$ cat src/rtl/core/wls_pkg.sv
`timescale 1ns / 1ps
`default_nettype none
// ----------------------------------------------------------------------------
// wls_pkg: shared types and constants of the weighted lottery scheduler
// Controller states, command/status bundles, result codes and register map.
// ----------------------------------------------------------------------------
package wls_pkg;

    // Fixed field widths of the item interface
    localparam int SLOT_BITS     = 6;
    localparam int CFG_BITS      = 8;
    localparam int RAND_BITS     = 31;
    localparam int DIV_CNT_BITS  = 5;
    localparam int STATUS_BITS   = 2;
    localparam int CFG_IDX_BITS  = 1;

    // Table entries addressable by the slot field
    localparam int SLOT_SPAN     = 2 ** SLOT_BITS;

    // Result status codes
    localparam logic [STATUS_BITS-1:0] STATUS_OK    = 2'd0;
    localparam logic [STATUS_BITS-1:0] STATUS_RANGE = 2'd1;
    localparam logic [STATUS_BITS-1:0] STATUS_EMPTY = 2'd2;

    // Configuration register indexes
    localparam logic [CFG_IDX_BITS-1:0] CFG_MIN_WEIGHT = 1'b0;
    localparam logic [CFG_IDX_BITS-1:0] CFG_MAX_WEIGHT = 1'b1;

    // Reset values of the configuration registers
    localparam logic [CFG_BITS-1:0] MIN_WEIGHT_RST = 8'd1;
    localparam logic [CFG_BITS-1:0] MAX_WEIGHT_RST = 8'd100;

    typedef enum logic [2:0] {
        ST_IDLE,
        ST_START,
        ST_SUM,
        ST_CHECK,
        ST_DIV,
        ST_PICK,
        ST_DONE
    } state_t;

    typedef enum logic [1:0] {
        RES_UPD_OK,
        RES_RANGE,
        RES_EMPTY,
        RES_GRANT
    } res_kind_t;

    // Controller -> datapath
    typedef struct packed {
        logic      load_in;
        logic      do_update;
        logic      scan_clear;
        logic      scan_step;
        logic      div_start;
        logic      div_step;
        logic      load_out;
        res_kind_t res_kind;
    } ctrl_cmd_t;

    // Datapath -> controller
    typedef struct packed {
        logic func_draw;
        logic weight_ok;
        logic scan_last;
        logic sum_zero;
        logic div_last;
        logic hit;
    } ctrl_status_t;

endpackage
`default_nettype wire

$ cat src/rtl/core/wls_ram.sv
`timescale 1ns / 1ps
`default_nettype none
// ----------------------------------------------------------------------------
// wls_ram: generic single-write, single-read RAM
// One write port and one read port with registered read data.
// ----------------------------------------------------------------------------
module wls_ram #(
    parameter int WIDTH = 9,
    parameter int DEPTH = 64
) (
    input  wire logic                     clk,
    input  wire logic                     we,
    input  wire logic [$clog2(DEPTH)-1:0] waddr,
    input  wire logic [WIDTH-1:0]         wdata,
    input  wire logic                     re,
    input  wire logic [$clog2(DEPTH)-1:0] raddr,
    output logic      [WIDTH-1:0]         rdata
);

    logic [WIDTH-1:0] mem_reg [DEPTH];

    // Write port
    always_ff @(posedge clk)
    begin
        if (we)
        begin
            mem_reg[waddr] <= wdata;
        end
    end

    // Registered read port
    always_ff @(posedge clk)
    begin
        if (re)
        begin
            rdata <= mem_reg[raddr];
        end
    end

endmodule
`default_nettype wire

$ cat src/rtl/core/wls_datapath.sv
`timescale 1ns / 1ps
`default_nettype none
// ----------------------------------------------------------------------------
// wls_datapath: slot table, scan accumulator and remainder unit
// Holds the configuration bounds, the slot RAM with its valid bits, the
// weight scan, the bit-serial remainder and the result register.
// ----------------------------------------------------------------------------
module wls_datapath #(
    parameter int SLOTS       = 64,
    parameter int WEIGHT_BITS = 8
) (
    input  wire logic                         clk,
    input  wire logic                         rst_n,
    // configuration writes
    input  wire logic                         cfg_we,
    input  wire logic [wls_pkg::CFG_IDX_BITS-1:0] cfg_index,
    input  wire logic [wls_pkg::CFG_BITS-1:0] cfg_data,
    // input item fields
    input  wire logic                         func,
    input  wire logic [wls_pkg::SLOT_BITS-1:0] slot,
    input  wire logic                         runnable,
    input  wire logic [wls_pkg::CFG_BITS-1:0] weight,
    input  wire logic [wls_pkg::RAND_BITS-1:0] random_value,
    // controller interface
    input  wire wls_pkg::ctrl_cmd_t           cmd,
    output wls_pkg::ctrl_status_t             sts,
    // result payload
    output logic [wls_pkg::STATUS_BITS-1:0]   status,
    output logic                              winner_valid,
    output logic [wls_pkg::SLOT_BITS-1:0]     winner_slot
);

    import wls_pkg::*;

    // Only slots reachable by the slot field are stored; the rest stay zero
    localparam int MEM_DEPTH = (SLOTS < SLOT_SPAN) ? SLOTS : SLOT_SPAN;
    localparam int ADDR_BITS = $clog2(MEM_DEPTH);
    localparam int CNT_BITS  = $clog2(MEM_DEPTH + 1);
    localparam int SUM_BITS  = WEIGHT_BITS + ADDR_BITS;
    localparam int ENT_BITS  = WEIGHT_BITS + 1;

    // Configuration bounds
    logic [CFG_BITS-1:0] min_weight_reg;
    logic [CFG_BITS-1:0] max_weight_reg;

    // Latched item
    logic                 func_reg;
    logic [SLOT_BITS-1:0] slot_reg;
    logic                 run_reg;
    logic [CFG_BITS-1:0]  weight_reg;

    // Random value held from the accepted item
    logic [RAND_BITS-1:0] random_value_hold;

    // Table
    logic [MEM_DEPTH-1:0] valid_reg;
    logic                 ram_we;
    logic [ADDR_BITS-1:0] ram_waddr;
    logic [ENT_BITS-1:0]  ram_wdata;
    logic                 ram_re;
    logic [ADDR_BITS-1:0] ram_raddr;
    logic [ENT_BITS-1:0]  ram_rdata;

    // Scan
    logic [CNT_BITS-1:0]  idx_reg;
    logic                 issue;
    logic                 pend_reg;
    logic [ADDR_BITS-1:0] pend_idx_reg;
    logic                 vld_q_reg;
    logic [WEIGHT_BITS-1:0] eff_weight;
    logic [SUM_BITS-1:0]  acc_reg;
    logic [SUM_BITS-1:0]  acc_next;
    logic [ADDR_BITS-1:0] win_reg;

    // Remainder unit
    logic [SUM_BITS-1:0]     divisor_reg;
    logic [SUM_BITS-1:0]     rem_reg;
    logic [RAND_BITS-1:0]    rnd_sh_reg;
    logic [DIV_CNT_BITS-1:0] div_cnt_reg;
    logic [SUM_BITS:0]       rem_sh;
    logic                    rem_ge;

    logic weight_ok;
    logic slot_in_table;

    // Configuration registers
    always_ff @(posedge clk or negedge rst_n)
    begin
        if (!rst_n)
        begin
            min_weight_reg <= MIN_WEIGHT_RST;
            max_weight_reg <= MAX_WEIGHT_RST;
        end
        else if (cfg_we)
        begin
            case (cfg_index)
                CFG_MIN_WEIGHT: min_weight_reg <= cfg_data;
                CFG_MAX_WEIGHT: max_weight_reg <= cfg_data;
                default: ;
            endcase
        end
    end

    // Input capture
    always_ff @(posedge clk)
    begin
        if (cmd.load_in)
        begin
            func_reg   <= func;
            slot_reg   <= slot;
            run_reg    <= runnable;
            weight_reg <= weight;
        end
    end

    assign weight_ok     = (weight_reg >= min_weight_reg) && (weight_reg <= max_weight_reg);
    assign slot_in_table = (32'(slot_reg) < 32'(MEM_DEPTH));

    // Table write on an accepted update
    assign ram_we    = cmd.do_update && weight_ok && slot_in_table;
    assign ram_waddr = slot_reg[ADDR_BITS-1:0];
    assign ram_wdata = {run_reg, WEIGHT_BITS'(weight_reg)};

    always_ff @(posedge clk or negedge rst_n)
    begin
        if (!rst_n)
        begin
            valid_reg <= '0;
        end
        else if (ram_we)
        begin
            valid_reg[ram_waddr] <= 1'b1;
        end
    end

    // Scan read side
    assign issue     = (32'(idx_reg) < 32'(MEM_DEPTH));
    assign ram_re    = cmd.scan_step && issue;
    assign ram_raddr = idx_reg[ADDR_BITS-1:0];

    wls_ram #(
        .WIDTH (ENT_BITS),
        .DEPTH (MEM_DEPTH)
    ) u_table (
        .clk   (clk),
        .we    (ram_we),
        .waddr (ram_waddr),
        .wdata (ram_wdata),
        .re    (ram_re),
        .raddr (ram_raddr),
        .rdata (ram_rdata)
    );

    // Unwritten or idle slots count as zero tickets
    assign eff_weight = (vld_q_reg && ram_rdata[WEIGHT_BITS]) ?
                        ram_rdata[WEIGHT_BITS-1:0] : '0;
    assign acc_next   = acc_reg + SUM_BITS'(eff_weight);

    // Scan counter, read pipeline and running sum
    always_ff @(posedge clk or negedge rst_n)
    begin
        if (!rst_n)
        begin
            idx_reg  <= '0;
            pend_reg <= 1'b0;
        end
        else if (cmd.scan_clear)
        begin
            idx_reg  <= '0;
            pend_reg <= 1'b0;
        end
        else if (cmd.scan_step)
        begin
            if (issue)
            begin
                idx_reg <= idx_reg + CNT_BITS'(1);
            end
            pend_reg <= issue;
        end
    end

    always_ff @(posedge clk)
    begin
        if (cmd.scan_clear)
        begin
            acc_reg <= '0;
        end
        else if (cmd.scan_step)
        begin
            pend_idx_reg <= ram_raddr;
            vld_q_reg    <= valid_reg[ram_raddr];
            if (pend_reg)
            begin
                acc_reg <= acc_next;
            end
            if (sts.hit)
            begin
                win_reg <= pend_idx_reg;
            end
        end
    end

    // Bit-serial remainder: one dividend bit per step
    assign rem_sh = {rem_reg, rnd_sh_reg[RAND_BITS-1]};
    assign rem_ge = (rem_sh >= {1'b0, divisor_reg});

    always_ff @(posedge clk)
    begin
        if (cmd.div_start)
        begin
            divisor_reg <= acc_reg;
            rem_reg     <= '0;
            rnd_sh_reg  <= random_value_hold;
            div_cnt_reg <= DIV_CNT_BITS'(RAND_BITS - 1);
        end
        else if (cmd.div_step)
        begin
            rem_reg     <= rem_ge ? SUM_BITS'(rem_sh - {1'b0, divisor_reg})
                                  : SUM_BITS'(rem_sh);
            rnd_sh_reg  <= {rnd_sh_reg[RAND_BITS-2:0], 1'b0};
            div_cnt_reg <= div_cnt_reg - DIV_CNT_BITS'(1);
        end
    end

    always_ff @(posedge clk)
    begin
        if (cmd.load_in)
        begin
            random_value_hold <= random_value;
        end
    end

    // Status to controller
    always_comb
    begin
        sts.func_draw = func_reg;
        sts.weight_ok = weight_ok;
        sts.scan_last = pend_reg && (pend_idx_reg == ADDR_BITS'(MEM_DEPTH - 1));
        sts.sum_zero  = (acc_reg == '0);
        sts.div_last  = (div_cnt_reg == '0);
        sts.hit       = pend_reg && (acc_next > rem_reg);
    end

    // Result register
    always_ff @(posedge clk)
    begin
        if (cmd.load_out)
        begin
            case (cmd.res_kind)
                RES_UPD_OK:
                begin
                    status       <= STATUS_OK;
                    winner_valid <= 1'b0;
                    winner_slot  <= '0;
                end
                RES_RANGE:
                begin
                    status       <= STATUS_RANGE;
                    winner_valid <= 1'b0;
                    winner_slot  <= '0;
                end
                RES_GRANT:
                begin
                    status       <= STATUS_OK;
                    winner_valid <= 1'b1;
                    winner_slot  <= SLOT_BITS'(win_reg);
                end
                default:
                begin
                    status       <= STATUS_EMPTY;
                    winner_valid <= 1'b0;
                    winner_slot  <= '0;
                end
            endcase
        end
    end

    // Remainder stays below the divisor while the unit iterates
    assert property (@(posedge clk) disable iff (!rst_n)
        cmd.div_step |-> (rem_reg < divisor_reg))
        else $error("remainder not below divisor");

    // A grant only follows a pick scan that has gathered tickets
    assert property (@(posedge clk) disable iff (!rst_n)
        (cmd.load_out && (cmd.res_kind == RES_GRANT)) |-> !sts.sum_zero)
        else $error("grant without a scanned slot");

endmodule
`default_nettype wire

$ cat src/rtl/core/wls_controller.sv
`timescale 1ns / 1ps
`default_nettype none
// ----------------------------------------------------------------------------
// wls_controller: sequencing state machine of the lottery scheduler
// Steps update transactions through the table write and draw transactions
// through sum scan, remainder and pick scan, and owns the input and output handshakes.
// ----------------------------------------------------------------------------
module wls_controller (
    input  wire logic                 clk,
    input  wire logic                 rst_n,
    input  wire logic                 in_valid,
    output logic                      in_ready,
    output logic                      out_valid,
    input  wire logic                 out_ready,
    output wls_pkg::ctrl_cmd_t        cmd,
    input  wire wls_pkg::ctrl_status_t sts
);

    import wls_pkg::*;

    state_t    state_reg;
    state_t    state_next;
    res_kind_t res_kind_reg;
    res_kind_t res_kind_next;
    logic      out_valid_reg;
    logic      out_free;

    assign out_free  = !out_valid_reg || out_ready;
    assign out_valid = out_valid_reg;

    // State and result-kind registers
    always_ff @(posedge clk or negedge rst_n)
    begin
        if (!rst_n)
        begin
            state_reg    <= ST_IDLE;
            res_kind_reg <= RES_UPD_OK;
        end
        else
        begin
            state_reg    <= state_next;
            res_kind_reg <= res_kind_next;
        end
    end

    // Output valid flag
    always_ff @(posedge clk or negedge rst_n)
    begin
        if (!rst_n)
        begin
            out_valid_reg <= 1'b0;
        end
        else if (cmd.load_out)
        begin
            out_valid_reg <= 1'b1;
        end
        else if (out_ready)
        begin
            out_valid_reg <= 1'b0;
        end
    end

    // Next state and commands
    always_comb
    begin
        state_next    = state_reg;
        res_kind_next = res_kind_reg;
        in_ready      = 1'b0;
        cmd           = '0;
        cmd.res_kind  = res_kind_reg;

        case (state_reg)
            ST_IDLE:
            begin
                in_ready = 1'b1;
                if (in_valid)
                begin
                    cmd.load_in = 1'b1;
                    state_next  = ST_START;
                end
            end
            ST_START:
            begin
                if (sts.func_draw)
                begin
                    cmd.scan_clear = 1'b1;
                    state_next     = ST_SUM;
                end
                else
                begin
                    cmd.do_update = 1'b1;
                    res_kind_next = sts.weight_ok ? RES_UPD_OK : RES_RANGE;
                    state_next    = ST_DONE;
                end
            end
            ST_SUM:
            begin
                cmd.scan_step = 1'b1;
                if (sts.scan_last)
                begin
                    state_next = ST_CHECK;
                end
            end
            ST_CHECK:
            begin
                if (sts.sum_zero)
                begin
                    res_kind_next = RES_EMPTY;
                    state_next    = ST_DONE;
                end
                else
                begin
                    cmd.div_start = 1'b1;
                    state_next    = ST_DIV;
                end
            end
            ST_DIV:
            begin
                cmd.div_step = 1'b1;
                if (sts.div_last)
                begin
                    cmd.scan_clear = 1'b1;
                    state_next     = ST_PICK;
                end
            end
            ST_PICK:
            begin
                cmd.scan_step = 1'b1;
                if (sts.hit)
                begin
                    res_kind_next = RES_GRANT;
                    state_next    = ST_DONE;
                end
                else if (sts.scan_last)
                begin
                    res_kind_next = RES_EMPTY;
                    state_next    = ST_DONE;
                end
            end
            ST_DONE:
            begin
                if (out_free)
                begin
                    cmd.load_out = 1'b1;
                    state_next   = ST_IDLE;
                end
            end
            default:
            begin
                state_next = ST_IDLE;
            end
        endcase
    end

    // Result register is never overwritten while a result is pending
    assert property (@(posedge clk) disable iff (!rst_n)
        cmd.load_out |-> out_free)
        else $error("result overwritten before it was taken");

    // Remainder unit hands over straight to the pick scan
    assert property (@(posedge clk) disable iff (!rst_n)
        (state_reg == ST_DIV && sts.div_last) |=> (state_reg == ST_PICK))
        else $error("pick scan did not follow the remainder");

endmodule
`default_nettype wire

$ cat src/rtl/core/weighted_lottery_scheduler.sv
`timescale 1ns / 1ps
`default_nettype none
// ----------------------------------------------------------------------------
// weighted_lottery_scheduler: lottery arbiter over a slot table
// Update transactions write a slot's runnable flag and ticket weight; draw
// transactions pick a runnable slot with probability set by its weight.
// ----------------------------------------------------------------------------
// One transaction is processed at a time; the next is accepted while a
// finished result still waits in the output register. An update passes
// through the start and done states and loads its result once the output
// register is free. A draw scans the slot table twice through the single
// read port of the slot RAM and reduces random_value modulo the ticket
// sum one bit per cycle; the pick scan stops at the winner, and a draw
// ends after the sum scan when no slot is runnable. After reset the
// table reads as all slots idle with zero weight; no clearing pass is
// needed. Configuration writes are always accepted and must only be issued
// while the block is idle.
// ----------------------------------------------------------------------------
module weighted_lottery_scheduler #(
    parameter int SLOTS       = 64,
    parameter int WEIGHT_BITS = 8
) (
    input  wire logic                             clk,
    input  wire logic                             rst_n,
    // item input
    input  wire logic                             in_valid,
    output logic                                  in_ready,
    input  wire logic                             func,
    input  wire logic [wls_pkg::SLOT_BITS-1:0]    slot,
    input  wire logic                             runnable,
    input  wire logic [wls_pkg::CFG_BITS-1:0]     weight,
    input  wire logic [wls_pkg::RAND_BITS-1:0]    random_value,
    // result output
    output logic                                  out_valid,
    input  wire logic                             out_ready,
    output logic [wls_pkg::STATUS_BITS-1:0]       status,
    output logic                                  winner_valid,
    output logic [wls_pkg::SLOT_BITS-1:0]         winner_slot,
    // configuration writes
    input  wire logic                             cfg_valid,
    output logic                                  cfg_ready,
    input  wire logic [wls_pkg::CFG_IDX_BITS-1:0] cfg_index,
    input  wire logic [wls_pkg::CFG_BITS-1:0]     cfg_data
);

    import wls_pkg::*;

    ctrl_cmd_t    cmd;
    ctrl_status_t sts;

    // Bounds registers take a write in any cycle
    assign cfg_ready = 1'b1;

    wls_controller u_ctrl (
        .clk       (clk),
        .rst_n     (rst_n),
        .in_valid  (in_valid),
        .in_ready  (in_ready),
        .out_valid (out_valid),
        .out_ready (out_ready),
        .cmd       (cmd),
        .sts       (sts)
    );

    wls_datapath #(
        .SLOTS       (SLOTS),
        .WEIGHT_BITS (WEIGHT_BITS)
    ) u_dp (
        .clk          (clk),
        .rst_n        (rst_n),
        .cfg_we       (cfg_valid && cfg_ready),
        .cfg_index    (cfg_index),
        .cfg_data     (cfg_data),
        .func         (func),
        .slot         (slot),
        .runnable     (runnable),
        .weight       (weight),
        .random_value (random_value),
        .cmd          (cmd),
        .sts          (sts),
        .status       (status),
        .winner_valid (winner_valid),
        .winner_slot  (winner_slot)
    );

endmodule
`default_nettype wire
$ cat config.mk
export PLATFORM = sky130hd
export DESIGN_NAME = weighted_lottery_scheduler
export DESIGN_NICKNAME = d
export VERILOG_FILES = /design/src/rtl/core/wls_pkg.sv /design/src/rtl/core/wls_ram.sv /design/src/rtl/core/wls_datapath.sv /design/src/rtl/core/wls_controller.sv /design/src/rtl/core/weighted_lottery_scheduler.sv
export SDC_FILE = /design/constraint.sdc
export NUM_CORES = 1
export LEC_CHECK = 0
export ABC_AREA = 1
export BUFFER_PORTS_ARGS = -buffer_cell sky130_fd_sc_hd__buf_2
export CAP_MARGIN = 30
export CORE_ASPECT_RATIO = 0.6
export CORE_UTILIZATION = 57
export CTS_CLUSTER_SIZE = 14
export DETAILED_ROUTE_END_ITERATION = 12
export PLACE_DENSITY_LB_ADDON = 0.15
export SKIP_LAST_GASP = 1
export SLEW_MARGIN = 20
export SYNTH_ARGS = -nofsm -noshare
export SYNTH_HDL_FRONTEND = slang
export SYNTH_SLANG_ARGS = --single-unit
$ cat constraint.sdc
create_clock -name clk -period 3.19 [get_ports clk]
set_input_delay 0.319 -clock clk [delete_from_list [all_inputs] [get_ports clk]]
set_output_delay 0.319 -clock clk [all_outputs]
set_load 0.05 [all_outputs]
==> impl_metrics.yaml, run 1 <==
run_status:
  status: "completed"
critical_path:
  crit_type: "flop to flop"
  worst_ep_arrival_time_ps: 3450
  cp.required_ps: 3520
  rr_worst_depth: 19
  start_kind: "flop"
  cp_max_fo: 6
  endpoint_kind: "flop"
finish:
  mostFrequentLayoutCells: "edfxtp_1, nand2_1, nor2_1"
  area_growth_pct: 14.5
  largest_register_ffs: 576
  final_area_sq_um: 41200
  final-instance-count-excl-fill: 4494
  drive_gt1_share_pct: 12.7
  final_common_cell: "edfxtp_1"
  final_util_pct: 66.9
  final_nets: 3726
synthesis:
  ys_seq_elements: 826
  synth_fp_nets: 3511
  syn_area_per_cell_sq_um: 10.6
  synth_cell_types: 52
  yosys_warnings: 0
  ys.flop_type: "edfxtp_1"
  synth_area_sq_um: 36000
  syn_inst: 3394
  async_flop_share_pct: 11.4
  synth_edf_count: 699
  synth_seq_area_share_pct: 66.6
sta:
  finalClockSkew_ps: 21.8
  rsz0062_at_grt: "true"
  fin_crit_sh_pct: 98.0
  tightest_slew_ps: 975
  relSlewSlack_pct: 34.9
  hold_viol: 0
  fmax_mhz: 320
  maxSlewViolCount: 0
  timing.hold.ws_ps: 42.0
  setup_viol: 0
  fin_crit_ps: 3130
power_and_ir_drop:
  p_total_mw: 36.0
  peakVddDrop_uv: 818
  p_leak_nw: 15.9
  power_density_nw_per_um2: 874
cts:
  clock_tree.buffer_depth: 3
  cts-root-buf: "clkbuf_16"
  numCtsBuffers: 75
  htreeDepth: 3
  worstSkewPairLatency_ps: 640
  tritoncts: "built"
  clkSlewWorstSetupHoldPaths_ps: 60
  cts_sinks: 826
placed_design:
  gp_congestion: 0.960
  dp_cells: 4300
  portBuffers: 71
  dp_hpwl_mm: 64.9
  placed_cell_area_sq_um: 38000
global_route:
  antenna_found_initial: 6
  overflow: 0
  first_global_vias: 24600
  grt_pass1_wl_mm: 151
  grt_usage_pct: 31.8
  grt_max_degree: 147
die:
  initial_core_util_pct: 58.4
  dieArea_sq_um: 64200
  ios: 73
  dieWidth_um: 327
  die_y_um: 197
  num_rows: 70
  fp.coreArea_sq_um: 61700
detailed_routing:
  drt_iter0_drc: 3575
  vias: 26000
  ant_nets: 0
  dr.pass1.iters: 6
  drc: 0
  wl_per_cell_um: 22.6
  viasPerCell: 5.79
  wirelength_mm: 102
min_path:
  whs_path_depth: 3
  min_path_type: "input port to flop"
job:
  max_cap_violations: 0
[per-layer routing]
| layer | wire (um) | track usage, % | vias up |
|---|---|---|---|
| met5 | 13 | 0.825 | - |
| met4 | 2380 | 8.24 | 2 |
| met3 | 13700 | 11.5 | 167 |
| met2 | 40600 | 42.4 | 1349 |
| met1 | 44800 | 48.7 | 12500 |
| li1 | - | - | 12000 |
[worst paths after layout]
kind                                      start                      to  slack [ps]
setup / recovery                 u_dp.vld_q_reg         u_dp.win_reg[0]          60
hold / removal                      cfg_data[1]  u_dp.max_weight_reg[1]          40
setup reg to reg                 u_dp.vld_q_reg         u_dp.win_reg[0]          60
hold reg to reg            u_dp.pend_idx_reg[3]         u_dp.win_reg[3]         460
max in group asynchronous                 rst_n       u_dp.valid_reg[3]        2200
min in group asynchronous                 rst_n      u_dp.valid_reg[62]         310
[per-stage QoR]
stage          TNS [ps]  worst slack, ps
2_1_floorplan    -35360             -148
3_3_place_gp      -1500             -166
3_5_place_dp      -3010             -321
4_1_cts               0            0.559
5_1_grt            -709            -83.7
6_report              0             64.5
[cells in the mapped netlist (all sizes together), types with 3 or more instances]
cell type | number | area, sq um
nor3 | 56 | 330
nor2 | 590 | 2270
dfxtp | 33 | 661
nand3 | 164 | 843
o21ai | 374 | 1870
o211ai | 62 | 465
clkbuf | 49 | 184
nand2 | 651 | 2450
o21bai | 35 | 263
o21a | 3 | 22.5
nand4 | 15 | 100
buf | 113 | 707
nand3b | 3 | 22.5
inv | 266 | 1000
a31oi | 7 | 43.8
ha | 54 | 676
dfrtp | 90 | 2250
xor2 | 11 | 96.3
or2 | 8 | 50.1
xnor2 | 4 | 35.0
a21oi | 85 | 429
edfxtp | 699 | 21000
dfstp | 4 | 105
[cell type report]
class	instances	area [sq um]
timing repair buffer	300	2380
sequential	826	24000
inverter	268	1010
tap	828	1040
antenna	2	5.00
multi-input combinational	2138	10500
clock buffer	109	2090
clock inverter	23	201
fill	4719	20400
[critical path, stage by stage, from the launching register on]
cell      delay [ps]
edfxtp_1         420
nand2_2          120
buf_6            130
nor2_1            40
ha_1             310
buf_6            130
nand2_2           70
inv_2             60
buf_4             90
nand3_1           70
o21ai_2          180
xor2_2           260
ha_1             280
nand2_1           70
inv_1             60
nand3_4          100
nor2_4            50
nor2_4           110
nand2_4           80
nor2_4           180
[power by group]
part           internal, mW  switching [mW]  leakage [nW]  total, mW
logic                  4.21            9.30          6.93       13.5
clock network          4.73            3.97          1.11       8.70
registers              13.2           0.676          7.85       13.8
[timing repair]
action	in CTS	in global routing
hold endpoints to repair	99	0
buffers inserted	6	6
endpoints found under the setup margin	11	11
hold buffers	48	0
resized for setup	28	57
pin swaps	14	33
[cells by family (layout without fill, tap and decap cells)]
logic type | count (synthesis) | in the layout | share of synthesized area (%)
XOR/XNOR | 15 | 15 | 0.365
AND/OR/NAND/NOR | 1490 | 1490 | 16.9
flip-flops | 826 | 826 | 66.6
adder cells (fa/ha/maj) | 56 | 56 | 1.99
other | 1 | 3 | 0.0104
buffers and inverters | 430 | 700 | 5.28
AO/OA/AOI/OAI | 576 | 576 | 8.83
Power figures use the tool's default switching activity.
==> inputs of run 2 (changes only) <==
- CORE_UTILIZATION: 57 -> 27
==> run 2 against run 1 <==
Net effect: clock-buffer cell count increased by 4; cell count increased by 23%; power increased by 5.7%; core utilization decreased by 34 points; via count decreased by 2.4%.
==> impl_metrics.yaml, run 2 (synthesized netlist as in run 1, its figures left out) <==
power_and_ir_drop:
  p_leak_nw: 16.4
  power_frac_comb_pct: 37.9
  p_total_mw: 38.1
  power_density_nw_per_um2: 880
  switching_share_pct: 39.4
  intPower_mw: 23.1
  peakVddDrop_uv: 511
  clockPowerShare_pct: 25.9
  power_switching_mw: 15.0
  p_seq_share_pct: 36.2
cts:
  tritoncts: "built"
  cts_sinks: 826
  htreeDepth: 3
  worstSkewPairLatency_ps: 680
  clkSlewWorstSetupHoldPaths_ps: 70
  clock_tree.buffer_depth: 3
  numCtsBuffers: 84
  cts-root-buf: "clkbuf_16"
die:
  ios: 73
  die_y_um: 285
  dieArea_sq_um: 135000
  dieWidth_um: 474
  num_rows: 103
  fp.coreArea_sq_um: 132000
  initial_core_util_pct: 27.3
sta:
  fin_crit_ps: 3150
  setup_tns_ps: 0
  worst_slack_ps: 40.7
  setup_viol: 0
  rsz0062_at_grt: "true"
  relSlewSlack_pct: 35.5
  tightest_slew_ps: 967
  finalClockSkew_ps: 22.6
  hold_viol: 0
  fin_crit_sh_pct: 98.7
  maxSlewViolCount: 0
  fmax_mhz: 318
critical_path:
  cp.required_ps: 3570
  cp_cell_sequence: "nand2_2 > buf_6 > nor2_1 > ha_1 > buf_4 > nand2_2 > o21ai_1 > nand2_1 > nand4_1 > nand2_2 > ha_4 > nand2_1 > nor2_4 > nand3_2 > inv_1 > nand2_1 > nand2_2 > nand2_4 > nor2_4 > buf_6"
  endpoint_kind: "flop"
  crit_type: "flop to flop"
  worst_ep_arrival_time_ps: 3530
  cpPeakStageDelay_ps: 410
  cpMostUsedCell: "nand2_2"
  cp_max_fo: 6
  cpMaxStageDelayCell: "edfxtp_1"
  start_kind: "flop"
detailed_routing:
  wl_per_cell_um: 21.3
  dr.pass1.iters: 5
  drc: 0
  ant_nets: 0
  vias: 25400
  wirelength_mm: 118
  drt_iter0_drc: 2193
  viasPerCell: 4.59
run_status:
  status: "completed"
placed_design:
  place_ws_ps: -295
  portBuffers: 71
  dp_cells: 5309
  dp_hpwl_mm: 78.3
  gp_congestion: 0.828
global_route:
  grt_pass1_wl_mm: 172
  grt_usage_pct: 17.4
  first_global_vias: 24300
  antenna_found_initial: 11
  grt_max_degree: 84
  overflow: 0
job:
  max_cap_violations: 0
finish:
  ff_latch_area_sq_um: 24000
  mostFrequentLayoutCells: "edfxtp_1, nand2_1, nor2_1"
  largest_register_ffs: 576
  area_growth_pct: 20.2
  final_nets: 3796
  final-instance-count-excl-fill: 5532
  final_common_cell: "edfxtp_1"
  final_util_pct: 32.8
  multi_input_area_sq_um: 10500
  fillers: 13600
  drive_gt1_share_pct: 14.3
min_path:
  min_path_type: "input port to flop"
==> run 2: routing by layer <==
layer	track usage, %	wire length (um)	vias to the layer above
met5	0	0	-
met4	3.21	1640	0
met3	3.68	8550	121
met2	21.9	43800	656
met1	29.3	64100	12500
li1	-	-	12100
==> run 2: final timing paths <==
path	startpoint	end	slack [ps]	cells past startpoint
min reg2reg	u_dp.valid_reg[57]	u_dp.valid_reg[57]	460	2
min in group asynchronous	rst_n	u_dp.valid_reg[59]	290	2
max reg2reg	u_dp.vld_q_reg	u_dp.win_reg[4]	40	20
max in group asynchronous	rst_n	u_dp.valid_reg[20]	2130	3
min	in_valid	u_dp.weight_reg[0]	150	3
max	u_dp.vld_q_reg	u_dp.win_reg[4]	40	20
==> run 2: power by group through the flow <==
stage / clock network, mW / registers, mW / logic [mW]
after floorplan: 0 / 13.9 / 8.18
after global placement: 0 / 14.0 / 13.8
after detailed placement: 0 / 14.0 / 13.7
after CTS: 10.1 / 13.8 / 13.9
after global routing: 10.5 / 13.9 / 16.0
final: 9.86 / 13.8 / 14.4
==> run 2: cell type report <==
cell class | instances | share of cell area (%)
well taps | 1785 | 5.16
multi-input cells | 2138 | 24.2
diodes | 1 | 0.00578
clock buffers | 113 | 5.28
flip-flops and latches | 826 | 55.5
inverters | 268 | 2.35
clock inverters | 40 | 0.818
repair buffers | 361 | 6.70
==> run 2: stage by stage <==
stage               cell area, sq um  hold WS (ps)
floorplan                      36000          23.4
global placement               39600           441
detailed placement             39600           436
CTS                            42900           108
global route                   43300           150
finish                         43300           149
==> run 2: repair_timing <==
| action | CTS | global route |
|---|---|---|
| hold endpoints to repair | 112 | 0 |
| pin swaps | 7 | 41 |
| resized for setup | 20 | 64 |
| gates cloned | 0 | 0 |
| endpoints found under the setup margin | 11 | 11 |
| hold buffers | 57 | 0 |
| buffers inserted | 1 | 11 |
==> run 2: critical path: cells and delay by family, from the launching register on <==
kind	cells	cell delay, ps
AO/OA/AOI/OAI	1	250
adder cells (fa/ha/maj)	2	550
buffers and inverters	4	450
flip-flops	1	410
AND/OR/NAND/NOR	13	1170
